File: src/rtl/stable_priority_queue_ring_assert.svh
// Assertion macros shared by the priority queue RTL.
`ifndef STABLE_PRIORITY_QUEUE_RING_ASSERT_SVH
`define STABLE_PRIORITY_QUEUE_RING_ASSERT_SVH

// Consequence must hold in the same cycle as the antecedent.
`define SPQR_ASSERT_SAME(label, clk, rst_n, ante, cons, msg) \
  label: assert property (@(posedge clk) disable iff (!rst_n) (ante) |-> (cons)) \
    else $error(msg);

// Consequence must hold in the cycle after the antecedent.
`define SPQR_ASSERT_NEXT(label, clk, rst_n, ante, cons, msg) \
  label: assert property (@(posedge clk) disable iff (!rst_n) (ante) |=> (cons)) \
    else $error(msg);

`endif

File: src/rtl/spqr_pkg.sv
// Types and constants of the ring priority queue.
package spqr_pkg;

  localparam int unsigned DATA_W      = 32;
  localparam int unsigned PRI_W       = 8;
  localparam int unsigned ENTRY_W     = DATA_W + PRI_W;
  localparam int unsigned IN_TDATA_W  = ((ENTRY_W + 7) / 8) * 8;
  localparam int unsigned STATUS_W    = 2;

  typedef enum logic {
    OP_ENQUEUE = 1'b0,
    OP_DEQUEUE = 1'b1
  } op_e;

  typedef enum logic [STATUS_W-1:0] {
    ST_INSERTED = 2'd0,
    ST_FULL     = 2'd1,
    ST_REMOVED  = 2'd2,
    ST_EMPTY    = 2'd3
  } status_e;

  typedef enum logic [3:0] {
    S_IDLE   = 4'b0001,
    S_FIRST  = 4'b0010,
    S_BUBBLE = 4'b0100,
    S_RESULT = 4'b1000
  } state_e;

  // Priority sits above the value, matching the stream data layout.
  typedef struct packed {
    logic [PRI_W-1:0]  pri;
    logic [DATA_W-1:0] value;
  } entry_t;

endpackage

File: src/rtl/stable_priority_queue_ring.sv
// Enqueue, full and empty reports go straight to S_RESULT to wait for the output register.
// A dequeue runs S_FIRST and, holding more than one entry, a bubble pass from tail
// to head, one ring slot per cycle through the RAM read port, before S_RESULT.
// The next beat is accepted once the result has been loaded into the output register.
// Reset empties the queue (count, head and tail to zero); the entry RAM is not cleared,
// since the data of slots that hold no entry is never used.
`include "stable_priority_queue_ring_assert.svh"

module stable_priority_queue_ring
  import spqr_pkg::*;
#(
  parameter int unsigned DEPTH = 16
) (
  input  logic                                   clk_i,
  input  logic                                   rst_ni,
  input  logic                                   s_axis_tvalid_i,
  output logic                                   s_axis_tready_o,
  // tdata: item_value [31:0], item_priority [39:32]
  input  logic [IN_TDATA_W-1:0]                  s_axis_tdata_i,
  // tuser: operation [0]
  input  logic [0:0]                             s_axis_tuser_i,
  output logic                                   m_axis_tvalid_o,
  input  logic                                   m_axis_tready_i,
  // tdata: out_value [31:0], out_priority [39:32], occupancy above, zero padded
  output logic [((ENTRY_W + $clog2(DEPTH+1) + 7) / 8) * 8 - 1:0] m_axis_tdata_o,
  // tuser: status [1:0]
  output logic [STATUS_W-1:0]                    m_axis_tuser_o
);

  localparam int unsigned IW          = $clog2(DEPTH);
  localparam int unsigned CW          = $clog2(DEPTH + 1);
  localparam int unsigned OUT_TDATA_W = ((ENTRY_W + CW + 7) / 8) * 8;
  localparam logic [IW-1:0] LAST_IDX  = IW'(DEPTH - 1);
  localparam logic [CW-1:0] FULL_CNT  = CW'(DEPTH);

  // Ring neighbors; DEPTH need not be a power of two.
  function automatic logic [IW-1:0] ring_prev(input logic [IW-1:0] idx);
    ring_prev = (idx == '0) ? LAST_IDX : idx - 1'b1;
  endfunction

  function automatic logic [IW-1:0] ring_next(input logic [IW-1:0] idx);
    ring_next = (idx == LAST_IDX) ? '0 : idx + 1'b1;
  endfunction

  // Control state.
  state_e          state_q, state_d;
  logic [IW-1:0]   head_q, head_d;
  logic [IW-1:0]   tail_q, tail_d;
  logic [CW-1:0]   count_q, count_d;
  logic            out_valid_q, out_valid_d;

  // Bubble pass registers: slot being written, slot whose data is arriving,
  // and the entry carried toward the head.
  logic [IW-1:0]   wr_idx_q, wr_idx_d;
  logic [IW-1:0]   rd_idx_q, rd_idx_d;
  entry_t          carried_q, carried_d;

  // Finished result waiting for the output register, and the output register.
  status_e         res_status_q, res_status_d;
  entry_t          res_entry_q, res_entry_d;
  logic [CW-1:0]   res_occ_q, res_occ_d;
  status_e         out_status_q, out_status_d;
  entry_t          out_entry_q, out_entry_d;
  logic [CW-1:0]   out_occ_q, out_occ_d;

  // RAM port.
  logic            ram_we;
  logic [IW-1:0]   ram_waddr;
  entry_t          ram_wdata;
  logic [IW-1:0]   ram_raddr;
  entry_t          rd_entry;

  logic            in_accept;
  op_e             in_op;
  entry_t          in_entry;
  logic [IW-1:0]   new_tail;
  logic            carried_wins;
  entry_t          keep_entry;
  logic            finish;
  entry_t          win_entry;
  logic            out_load;

  spqr_ram #(
    .WIDTH (ENTRY_W),
    .DEPTH (DEPTH)
  ) u_store (
    .clk_i   (clk_i),
    .we_i    (ram_we),
    .waddr_i (ram_waddr),
    .wdata_i (ram_wdata),
    .raddr_i (ram_raddr),
    .rdata_o (rd_entry)
  );

  assign s_axis_tready_o = (state_q == S_IDLE);
  assign in_accept       = s_axis_tvalid_i && s_axis_tready_o;
  assign in_op           = op_e'(s_axis_tuser_i[0]);
  assign in_entry        = entry_t'(s_axis_tdata_i[ENTRY_W-1:0]);

  // An enqueue into an empty queue restarts the ring at slot zero.
  assign new_tail = (count_q == '0) ? '0 : ring_next(tail_q);

  // Strict compare keeps the pass stable: on equal priority the entry nearer
  // the head, which was inserted earlier, goes on being carried.
  assign carried_wins = (carried_q.pri > rd_entry.pri);
  assign keep_entry   = carried_wins ? carried_q : rd_entry;

  assign out_load = (state_q == S_RESULT) && (!out_valid_q || m_axis_tready_i);

  always_comb begin
    state_d      = state_q;
    head_d       = head_q;
    tail_d       = tail_q;
    count_d      = count_q;
    wr_idx_d     = wr_idx_q;
    rd_idx_d     = rd_idx_q;
    carried_d    = carried_q;
    res_status_d = res_status_q;
    res_entry_d  = res_entry_q;
    res_occ_d    = res_occ_q;
    ram_we       = 1'b0;
    ram_waddr    = wr_idx_q;
    ram_wdata    = carried_q;
    ram_raddr    = tail_q;
    finish       = 1'b0;
    win_entry    = rd_entry;

    unique case (state_q)
      S_IDLE: begin
        // The tail slot is read on every idle cycle so a dequeue finds it ready.
        ram_raddr = tail_q;
        if (in_accept) begin
          if (in_op == OP_ENQUEUE) begin
            if (count_q == FULL_CNT) begin
              res_status_d = ST_FULL;
              res_entry_d  = '0;
              res_occ_d    = count_q;
            end else begin
              ram_we       = 1'b1;
              ram_waddr    = new_tail;
              ram_wdata    = in_entry;
              tail_d       = new_tail;
              if (count_q == '0) begin
                head_d = '0;
              end
              count_d      = count_q + 1'b1;
              res_status_d = ST_INSERTED;
              res_entry_d  = '0;
              res_occ_d    = count_q + 1'b1;
            end
            state_d = S_RESULT;
          end else if (count_q == '0) begin
            res_status_d = ST_EMPTY;
            res_entry_d  = '0;
            res_occ_d    = '0;
            state_d      = S_RESULT;
          end else begin
            state_d = S_FIRST;
          end
        end
      end
      S_FIRST: begin
        // Tail entry arrives; it becomes the carried entry.
        ram_raddr = ring_prev(tail_q);
        if (tail_q == head_q) begin
          finish    = 1'b1;
          win_entry = rd_entry;
        end else begin
          carried_d = rd_entry;
          wr_idx_d  = tail_q;
          rd_idx_d  = ring_prev(tail_q);
          state_d   = S_BUBBLE;
        end
      end
      S_BUBBLE: begin
        // The loser of each compare is left behind in the slot just vacated.
        ram_raddr = ring_prev(rd_idx_q);
        ram_we    = 1'b1;
        ram_waddr = wr_idx_q;
        ram_wdata = carried_wins ? rd_entry : carried_q;
        if (rd_idx_q == head_q) begin
          finish    = 1'b1;
          win_entry = keep_entry;
        end else begin
          carried_d = keep_entry;
          wr_idx_d  = rd_idx_q;
          rd_idx_d  = ring_prev(rd_idx_q);
        end
      end
      S_RESULT: begin
        if (out_load) begin
          state_d = S_IDLE;
        end
      end
      default: begin
        state_d = S_IDLE;
      end
    endcase

    // The winner is taken as the result, and the head slot is released.
    if (finish) begin
      res_status_d = ST_REMOVED;
      res_entry_d  = win_entry;
      res_occ_d    = count_q - 1'b1;
      count_d      = count_q - 1'b1;
      if (count_q == CW'(1)) begin
        head_d = '0;
        tail_d = '0;
      end else begin
        head_d = ring_next(head_q);
      end
      state_d = S_RESULT;
    end
  end

  // Output register: holds a result until the downstream side takes it.
  always_comb begin
    out_valid_d  = out_valid_q;
    out_status_d = out_status_q;
    out_entry_d  = out_entry_q;
    out_occ_d    = out_occ_q;
    if (out_load) begin
      out_valid_d  = 1'b1;
      out_status_d = res_status_q;
      out_entry_d  = res_entry_q;
      out_occ_d    = res_occ_q;
    end else if (m_axis_tready_i) begin
      out_valid_d = 1'b0;
    end
  end

  always_ff @(posedge clk_i or negedge rst_ni) begin
    if (!rst_ni) begin
      state_q     <= S_IDLE;
      head_q      <= '0;
      tail_q      <= '0;
      count_q     <= '0;
      out_valid_q <= 1'b0;
    end else begin
      state_q     <= state_d;
      head_q      <= head_d;
      tail_q      <= tail_d;
      count_q     <= count_d;
      out_valid_q <= out_valid_d;
    end
  end

  always_ff @(posedge clk_i) begin
    wr_idx_q     <= wr_idx_d;
    rd_idx_q     <= rd_idx_d;
    carried_q    <= carried_d;
    res_status_q <= res_status_d;
    res_entry_q  <= res_entry_d;
    res_occ_q    <= res_occ_d;
    out_status_q <= out_status_d;
    out_entry_q  <= out_entry_d;
    out_occ_q    <= out_occ_d;
  end

  assign m_axis_tvalid_o = out_valid_q;
  assign m_axis_tuser_o  = out_status_q;
  assign m_axis_tdata_o  = OUT_TDATA_W'({out_occ_q, out_entry_q});

  `SPQR_ASSERT_SAME(a_count_bound, clk_i, rst_ni, 1'b1, count_q <= FULL_CNT, "entry count above depth")
  `SPQR_ASSERT_SAME(a_empty_ring_home, clk_i, rst_ni, count_q == '0, head_q == '0 && tail_q == '0, "empty queue with ring pointers away from slot zero")
  `SPQR_ASSERT_NEXT(a_enqueue_count, clk_i, rst_ni, in_accept && in_op == OP_ENQUEUE && count_q != FULL_CNT, count_q == CW'($past(count_q) + 1'b1), "enqueue did not raise the count by one")
  `SPQR_ASSERT_SAME(a_bubble_slots_differ, clk_i, rst_ni, state_q == S_BUBBLE, wr_idx_q != rd_idx_q && wr_idx_q != head_q, "bubble pass write and read slots collide")

endmodule

File: src/rtl/spqr_ram.sv
// Generic single-write, single-read RAM with a registered read port.
module spqr_ram #(
  parameter int unsigned WIDTH = 40,
  parameter int unsigned DEPTH = 16
) (
  input  logic                     clk_i,
  input  logic                     we_i,
  input  logic [$clog2(DEPTH)-1:0] waddr_i,
  input  logic [WIDTH-1:0]         wdata_i,
  input  logic [$clog2(DEPTH)-1:0] raddr_i,
  output logic [WIDTH-1:0]         rdata_o
);

  logic [WIDTH-1:0] mem_q [DEPTH];
  logic [WIDTH-1:0] rdata_q;

  always_ff @(posedge clk_i) begin
    if (we_i) begin
      mem_q[waddr_i] <= wdata_i;
    end
    rdata_q <= mem_q[raddr_i];
  end

  assign rdata_o = rdata_q;

endmodule

File: config.mk
export PLATFORM = sky130hd
export DESIGN_NAME = stable_priority_queue_ring
export DESIGN_NICKNAME = d
export VERILOG_FILES = /design/src/rtl/spqr_pkg.sv /design/src/rtl/stable_priority_queue_ring.sv /design/src/rtl/spqr_ram.sv
export VERILOG_INCLUDE_DIRS = /design/src /design/src/rtl
export SDC_FILE = /design/constraint.sdc
export NUM_CORES = 1
export LEC_CHECK = 0
export ABC_AREA = 0
export BUFFER_PORTS_ARGS = -buffer_cell sky130_fd_sc_hd__buf_4
export CAP_MARGIN = 10
export CORE_MARGIN = 1.5
export CORE_UTILIZATION = 67
export CTS_CLUSTER_SIZE = 12
export DETAILED_ROUTE_END_ITERATION = 8
export PLACE_DENSITY = 0.88
export SLEW_MARGIN = 5
export SYNTH_ARGS = -nofsm -noshare
export SYNTH_HDL_FRONTEND = slang
export SYNTH_HIERARCHICAL = 1
export SYNTH_SLANG_ARGS = --single-unit
File: constraint.sdc
create_clock -name clk_i -period 15.4 [get_ports clk_i]
set_input_delay 1.54 -clock clk_i [delete_from_list [all_inputs] [get_ports clk_i]]
set_output_delay 1.54 -clock clk_i [all_outputs]
set_load 0.1 [all_outputs]
* After elaboration in Yosys (flattened, before gate mapping) *
Memories as Yosys holds them, arrays and structs flattened. A register that Yosys moved wholly into a read port is not among the register bits.
Index checks and enable logic that the tools add are counted.

operators by class
  equal/unequal tests = 20
  reductions and logical operators = 18
  magnitude comparators = 1
  multiplexer cells = 76
  $add $sub $neg = 6

operators with widths
  operator               number
  $mux W40               14
  $pmux W40 S2           2
  $mux W4                32
  $mux W5                10
  $pmux W4 S2            3
  $pmux W4 S4            1
  $eq A4 B4 Y1 const B   3
  $reduce_and A3 Y1      4
  $mux W1                10
  $reduce_bool A2 Y1     5
  $add A4 B1 Y4 const B  2
  $eq A4 B4 Y1           2
  $gt A8 B8 Y1           1
  $logic_not A4 Y1       2
  $ne A2 B2 Y1 const B   4
  $sub A4 B1 Y4 const B  2
  $ne A3 B1 Y1 const B   2
  $ne A3 B3 Y1 const B   2
  $add A5 B1 Y5 const B  1
  $eq A5 B1 Y1 const B   1
  $eq A5 B5 Y1 const B   1
  $logic_not A5 Y1       1
  $reduce_and A5 Y1      1
  $sub A5 B1 Y5 const B  1
  10 further kinds       14

storage, ports and cells
  memories = 1
  input port bits = 45
  register bits = 160
  word-level logic and storage cells = 139
  memory bits (writable) = 640
  output and inout port bits = 52

memory list
  name           words  width  read ports  clocked after memory_dff  write ports  line            RTL
  u_store.mem_q  16     40     1           1                         1            spqr_ram.sv:14  logic [WIDTH-1:0] mem_q [DEPTH];

* Logic depth before layout (Yosys ltp) *
  depth after elaboration = 9
  depth in mapped cells = 12
  gate-level depth less buffers = 10

* Cells and area by module *
The synthesis kept the hierarchy.

by module, submodules not included
  module                      instances  sequential area each (µm²)  cells an instance  area an instance (µm²)
  spqr_ram                    1          20,019.2                    1,040              25,131.6
  stable_priority_queue_ring  1          4,695.8                     624                7,948.9

* Worst setup path after synthesis *
OpenSTA, ideal clock, no wires.

  path kind = in2reg
  start = input s_axis_tuser_i
  end = memory u_store.mem_q[0][0] (enable)
  arrival time = 5.619 ns
  path buffers = 1
  path slack = 9.294 ns
  cell stages on the path = 8
  library setup time = 0.487 ns
  data required time = 14.913 ns
  cell sequence = nand2b_1 -> nor2_1 -> nand2b_1 -> buf_2 -> nand2_1 -> o21ai_0 -> or3b_2 -> nor3_1

between the ends
  elaborated cells between the ends (all ways) = 8
  those cells by class = mux: 8

RTL lines
  item                    line                               RTL
  start, declared         stable_priority_queue_ring.sv:21   input logic [0:0] s_axis_tuser_i,
  $mux W4                 stable_priority_queue_ring.sv:133  if (in_op == OP_ENQUEUE) begin
  $mux W4                 stable_priority_queue_ring.sv:132  if (in_accept) begin
  $mux W4                 stable_priority_queue_ring.sv:128  unique case (state_q)
  named net ram_waddr[2]  stable_priority_queue_ring.sv:68   logic [IW-1:0] ram_waddr;
  end, declared           spqr_ram.sv:14

The timed path passes the listed nets, and every way through them passes these cells.

* Final worst setup path *
  start = register state_q[3]
  end = register u_store.rdata_q[13], in the netlist u_store/rdata_o[13], read port of u_store.mem_q

between the ends
  cells in the longest elaborated chain, start to end = 2
  elaborated cells between the ends (all ways) = 3
  those cells by class = eq/ne: 2; mux: 1

ends and longest elaborated chain
  item                                          line                               RTL
  start, declared                               stable_priority_queue_ring.sv:46   state_e state_q, state_d;
  start signal, assigned                        stable_priority_queue_ring.sv:240  state_q <= state_d;
  $eq A4 B3 Y1 or $eq A4 B2 Y1 (tied branches)  stable_priority_queue_ring.sv:128
  $pmux W4 S2 *                                 stable_priority_queue_ring.sv:128
  named net ram_raddr[0]                        stable_priority_queue_ring.sv:70   logic [IW-1:0] ram_raddr;
  end, declared                                 spqr_ram.sv:15                     logic [WIDTH-1:0] rdata_q;

The timed path passes the listed nets; every way through them passes the cells marked *.
A chain may end at the register's enable or synchronous reset.

==> out/metrics.csv <==
stage,metric,value,unit
drt,wl_met2,41.3,mm
worst_setup_path,endpoint_kind,flop,
synth,synth_top_cell_by_area,edfxtp_1,
drt,wl_per_cell,32.8,µm
cts,cts_buffers,84,
timing,max_slew_margin,0.286,
synth,avgSynthCellArea,19.9,µm²
power,ir_drop,0.157,mV
global_routing,grtUsageTotal,0.336,
layout,final_layout_size_suffix_gt1_frac,0.199,
synth,synth_edf_count,780,
placed_design,place_congestion,0.940,
worst_setup_path,reg2reg_slack,10.59,ns
timing,rsz0062_at_grt,no,
drt,drt-pass1-iter-count,5,
worst_setup_path,worstPathRequired,15.91,ns
synth,ys_warn_count,6,
synth,synthArstFlopShare,0.0214,
timing,setup_viol,0,
timing,report.final.slew_viol_count,0,
synth,synth_flop_cell,edfxtp_1,
timing,period_share,0.312,
drt,drt-initial-drc-count,2794,
synth,syn_area,33100,µm²
worst_setup_path,r2r_start,state_q[3],
drt,drc,0,
cts,worstSkewPairLatency,0.64,ns
outcome,status,"complete, no violations",
worst_setup_path,startpoint_type,flop,
drt,wl_met1,29.1,mm
die,die_width,225,µm
flow_run,max-cap-violations,0,
global_routing,grt_pass1_wl,121,mm
die,core,48800,µm²
drt,wl_met3,9.45,mm
timing,worstMarginPinSlew,1.07,ns
power,pwr_density_cell,172,nW/µm²
global_routing,grt_remaining_overflow,0,
worst_setup_path,crit_start,state_q[3],
global_routing,grt_max_degree,161,
timing,min_period,4.81,ns
die,start_util,0.677,
cts,clockBufferDepth,3,
synth,synthCells,1664,
die,die-height,225,µm
die,die_area,50700,µm²
die,io_pins,97,
timing,max_freq,208,MHz
layout,final_util,0.759,
synth,synth.distinct_cells,62,
timing,hold_viol,0,
power,p_leak,12.5,nW
drt,ant_nets,0,
cts,cts_root_buf,clkbuf_16,
drt,via_per_inst,7.15,
cts,clk_pin_slew_worst_paths,0.06,ns
layout,mostFrequentLayoutCells,"edfxtp_1 (780), buf_4 (128), mux4_2 (100)",
worst_setup_path,r2r_cells,9,
layout,syn2layout_area_growth,12.1,%
cts,cts_tree,yes,
worst_setup_path,cp.arrival,5.32,ns
timing,skew,0.0209,ns
synth,synthTopCellsByArea,"edfxtp_1 (71%), mux4_2 (6.8%), mux4_1 (4.8%), dfxtp_1 (2.5%), a22oi_1 (1.9%)",
global_routing,grt_pass1_vias,18500,
worst_setup_path,worstSetupEndpoint,u_store/rdata_o[13],
timing,setup-tns-final,0,ns
drt,top_layer,met4,
cts,post-cts-setup-buffers,0,
synth,yosysSeqAreaShare,0.747,
layout,fin_nets,1851,
synth,synth.top_cell.area_share,0.708,
drt,totalWireLength,82.7,mm
cts,cts.sinks,840,
power,finalPower,6.38,mW
die,fp-row-count,81,
placed_design,dpl.hpwl,41.6,mm
worst_setup_path,worstSetupPathType,reg2reg,
min_path,hold_class,reg2reg,
min_path,holdCritStartpoint,res_entry_q[38],
worst_setup_path,cp_max_fo,53,
cts,cts_hold_buf,0,
cts,cts_max_level,3,
drt,num_vias,18000,
layout,layout_commonest_cell,edfxtp_1,
cts,ctsResizeCount,0,
placed_design,io_buffers,93,
global_routing,antenna_found_initial,0,
worst_setup_path,r2r_end,u_store/rdata_o[13],
synth,synth-seq-cells,840,
critical path, cell delays in order, from the launching register on:
cell and delay, ns:
dfrtp_1 0.44, nor2_1 0.15, nand3b_1 0.41, a21oi_1 0.32, a221o_4 0.52, buf_4 0.89
buf_4 0.88, mux4_1 0.70, a22oi_1 0.21, nand2_1 0.10
synthesized netlist by cell type, types with 2 or more instances:
cell type  number
buf_6           5
a21oi_1        19
edfxtp_1      780
nand4_1         3
dfxtp_1        42
buf_4           3
nand2_1        81
clkbuf_1       45
nor4b_1         2
o211ai_1        4
a22oi_1        83
nand2b_1        6
nand3_1        10
mux4_2        100
nand3b_1        5
xor2_1         11
xnor2_1         6
nor2_1         75
buf_12         11
nor4_1          2
ha_1           17
a22o_1          3
and2_1          3
o31a_1          2
mux4_1         60
mux2i_1        41
o21ai_1         3
a31oi_1         3
inv_1          18
a21o_1          3
nor2b_1        38
o21ai_0        18
o22ai_1         6
a221o_1        42
mux2_1         39
buf_2          27
nor3_1          7
dfrtp_1        17
routing by layer:
metal | global-route usage | up-vias
li1 | - | 7116
met1 | 0.452 | 9127
met2 | 0.548 | 1544
met3 | 0.0669 | 250
met4 | 0.137 | 0
met5 | 0 | -
cell type report:
cell class	count	area [µm²]
sequential	840	24700
fill	2454	11800
multi-input combinational	715	7910
clock buffer	141	2420
timing repair buffer	130	996
tap	664	831
clock inverter	15	130
inverter	18	67.6
antenna	1	2.50
metrics by stage:
| stage | cell area, µm² | setup slack [ns] | cells | hold WS [ns] |
|---|---|---|---|---|
| finish | 37100 | 10.59 | 2524 | 0.418 |
| CTS | 37100 | 10.51 | 2523 | 0.418 |
| detailed placement | 34500 | 10.59 | 2367 | 0.405 |
| floorplan | 33100 | 9.29 | 1666 | 0.400 |
| global route | 37100 | 10.25 | 2523 | 0.421 |
| global placement | 34500 | 10.83 | 2366 | 0.400 |
kinds of logic after synthesis:
kind of cell / count (synthesis) / share of synthesized area
and+or+nand+nor: 242 / 0.0349
AOI/OAI and AO/OA: 196 / 0.0450
adders and majority gates: 17 / 0.00643
other: 1 / 0.000113
muxes: 240 / 0.141
xor gates and xnor gates: 17 / 0.00450
DFF: 840 / 0.747
buffers and inverters: 111 / 0.0205
where the power goes:
| group | switching, mW | total [mW] | internal, mW |
|---|---|---|---|
| Combinational | 0.910 | 1.54 | 0.634 |
| Sequential | 0.127 | 2.90 | 2.77 |
| Clock | 0.847 | 1.94 | 1.09 |
| Total | 1.88 | 6.38 | 4.50 |
how the worst min path moves through the flow:
stage          cells after the start  slack (ns)                  to
6_report                           0        0.42  m_axis_tdata_o[38]
3_5_place_dp                       0        0.41  m_axis_tdata_o[17]
5_1_grt                            0        0.42  m_axis_tdata_o[38]
2_1_floorplan                      0        0.40   m_axis_tdata_o[0]
4_1_cts                            0        0.42  m_axis_tdata_o[38]
3_3_place_gp                       0        0.40        out_occ_q[1]
sequential cells by signal, summed over array words and instances, names as in the netlist:
| name | flops |
|---|---|
| res_entry_q | 40 |
| carried_q | 40 |
| state_q | 4 |
| res_occ_q | 5 |
| head_q | 4 |
| m_axis_tvalid_o | 1 |
| u_store/rdata_o | 40 |
| m_axis_tdata_o | 40 |
| count_q | 5 |
| tail_q | 4 |
| rd_idx_q | 4 |
| out_occ_q | 5 |
| wr_idx_q | 4 |
| res_status_q | 2 |
| m_axis_tuser_o | 2 |
| u_store/mem_q | 640 |
No activity file was read; power rests on OpenSTA's default activity.
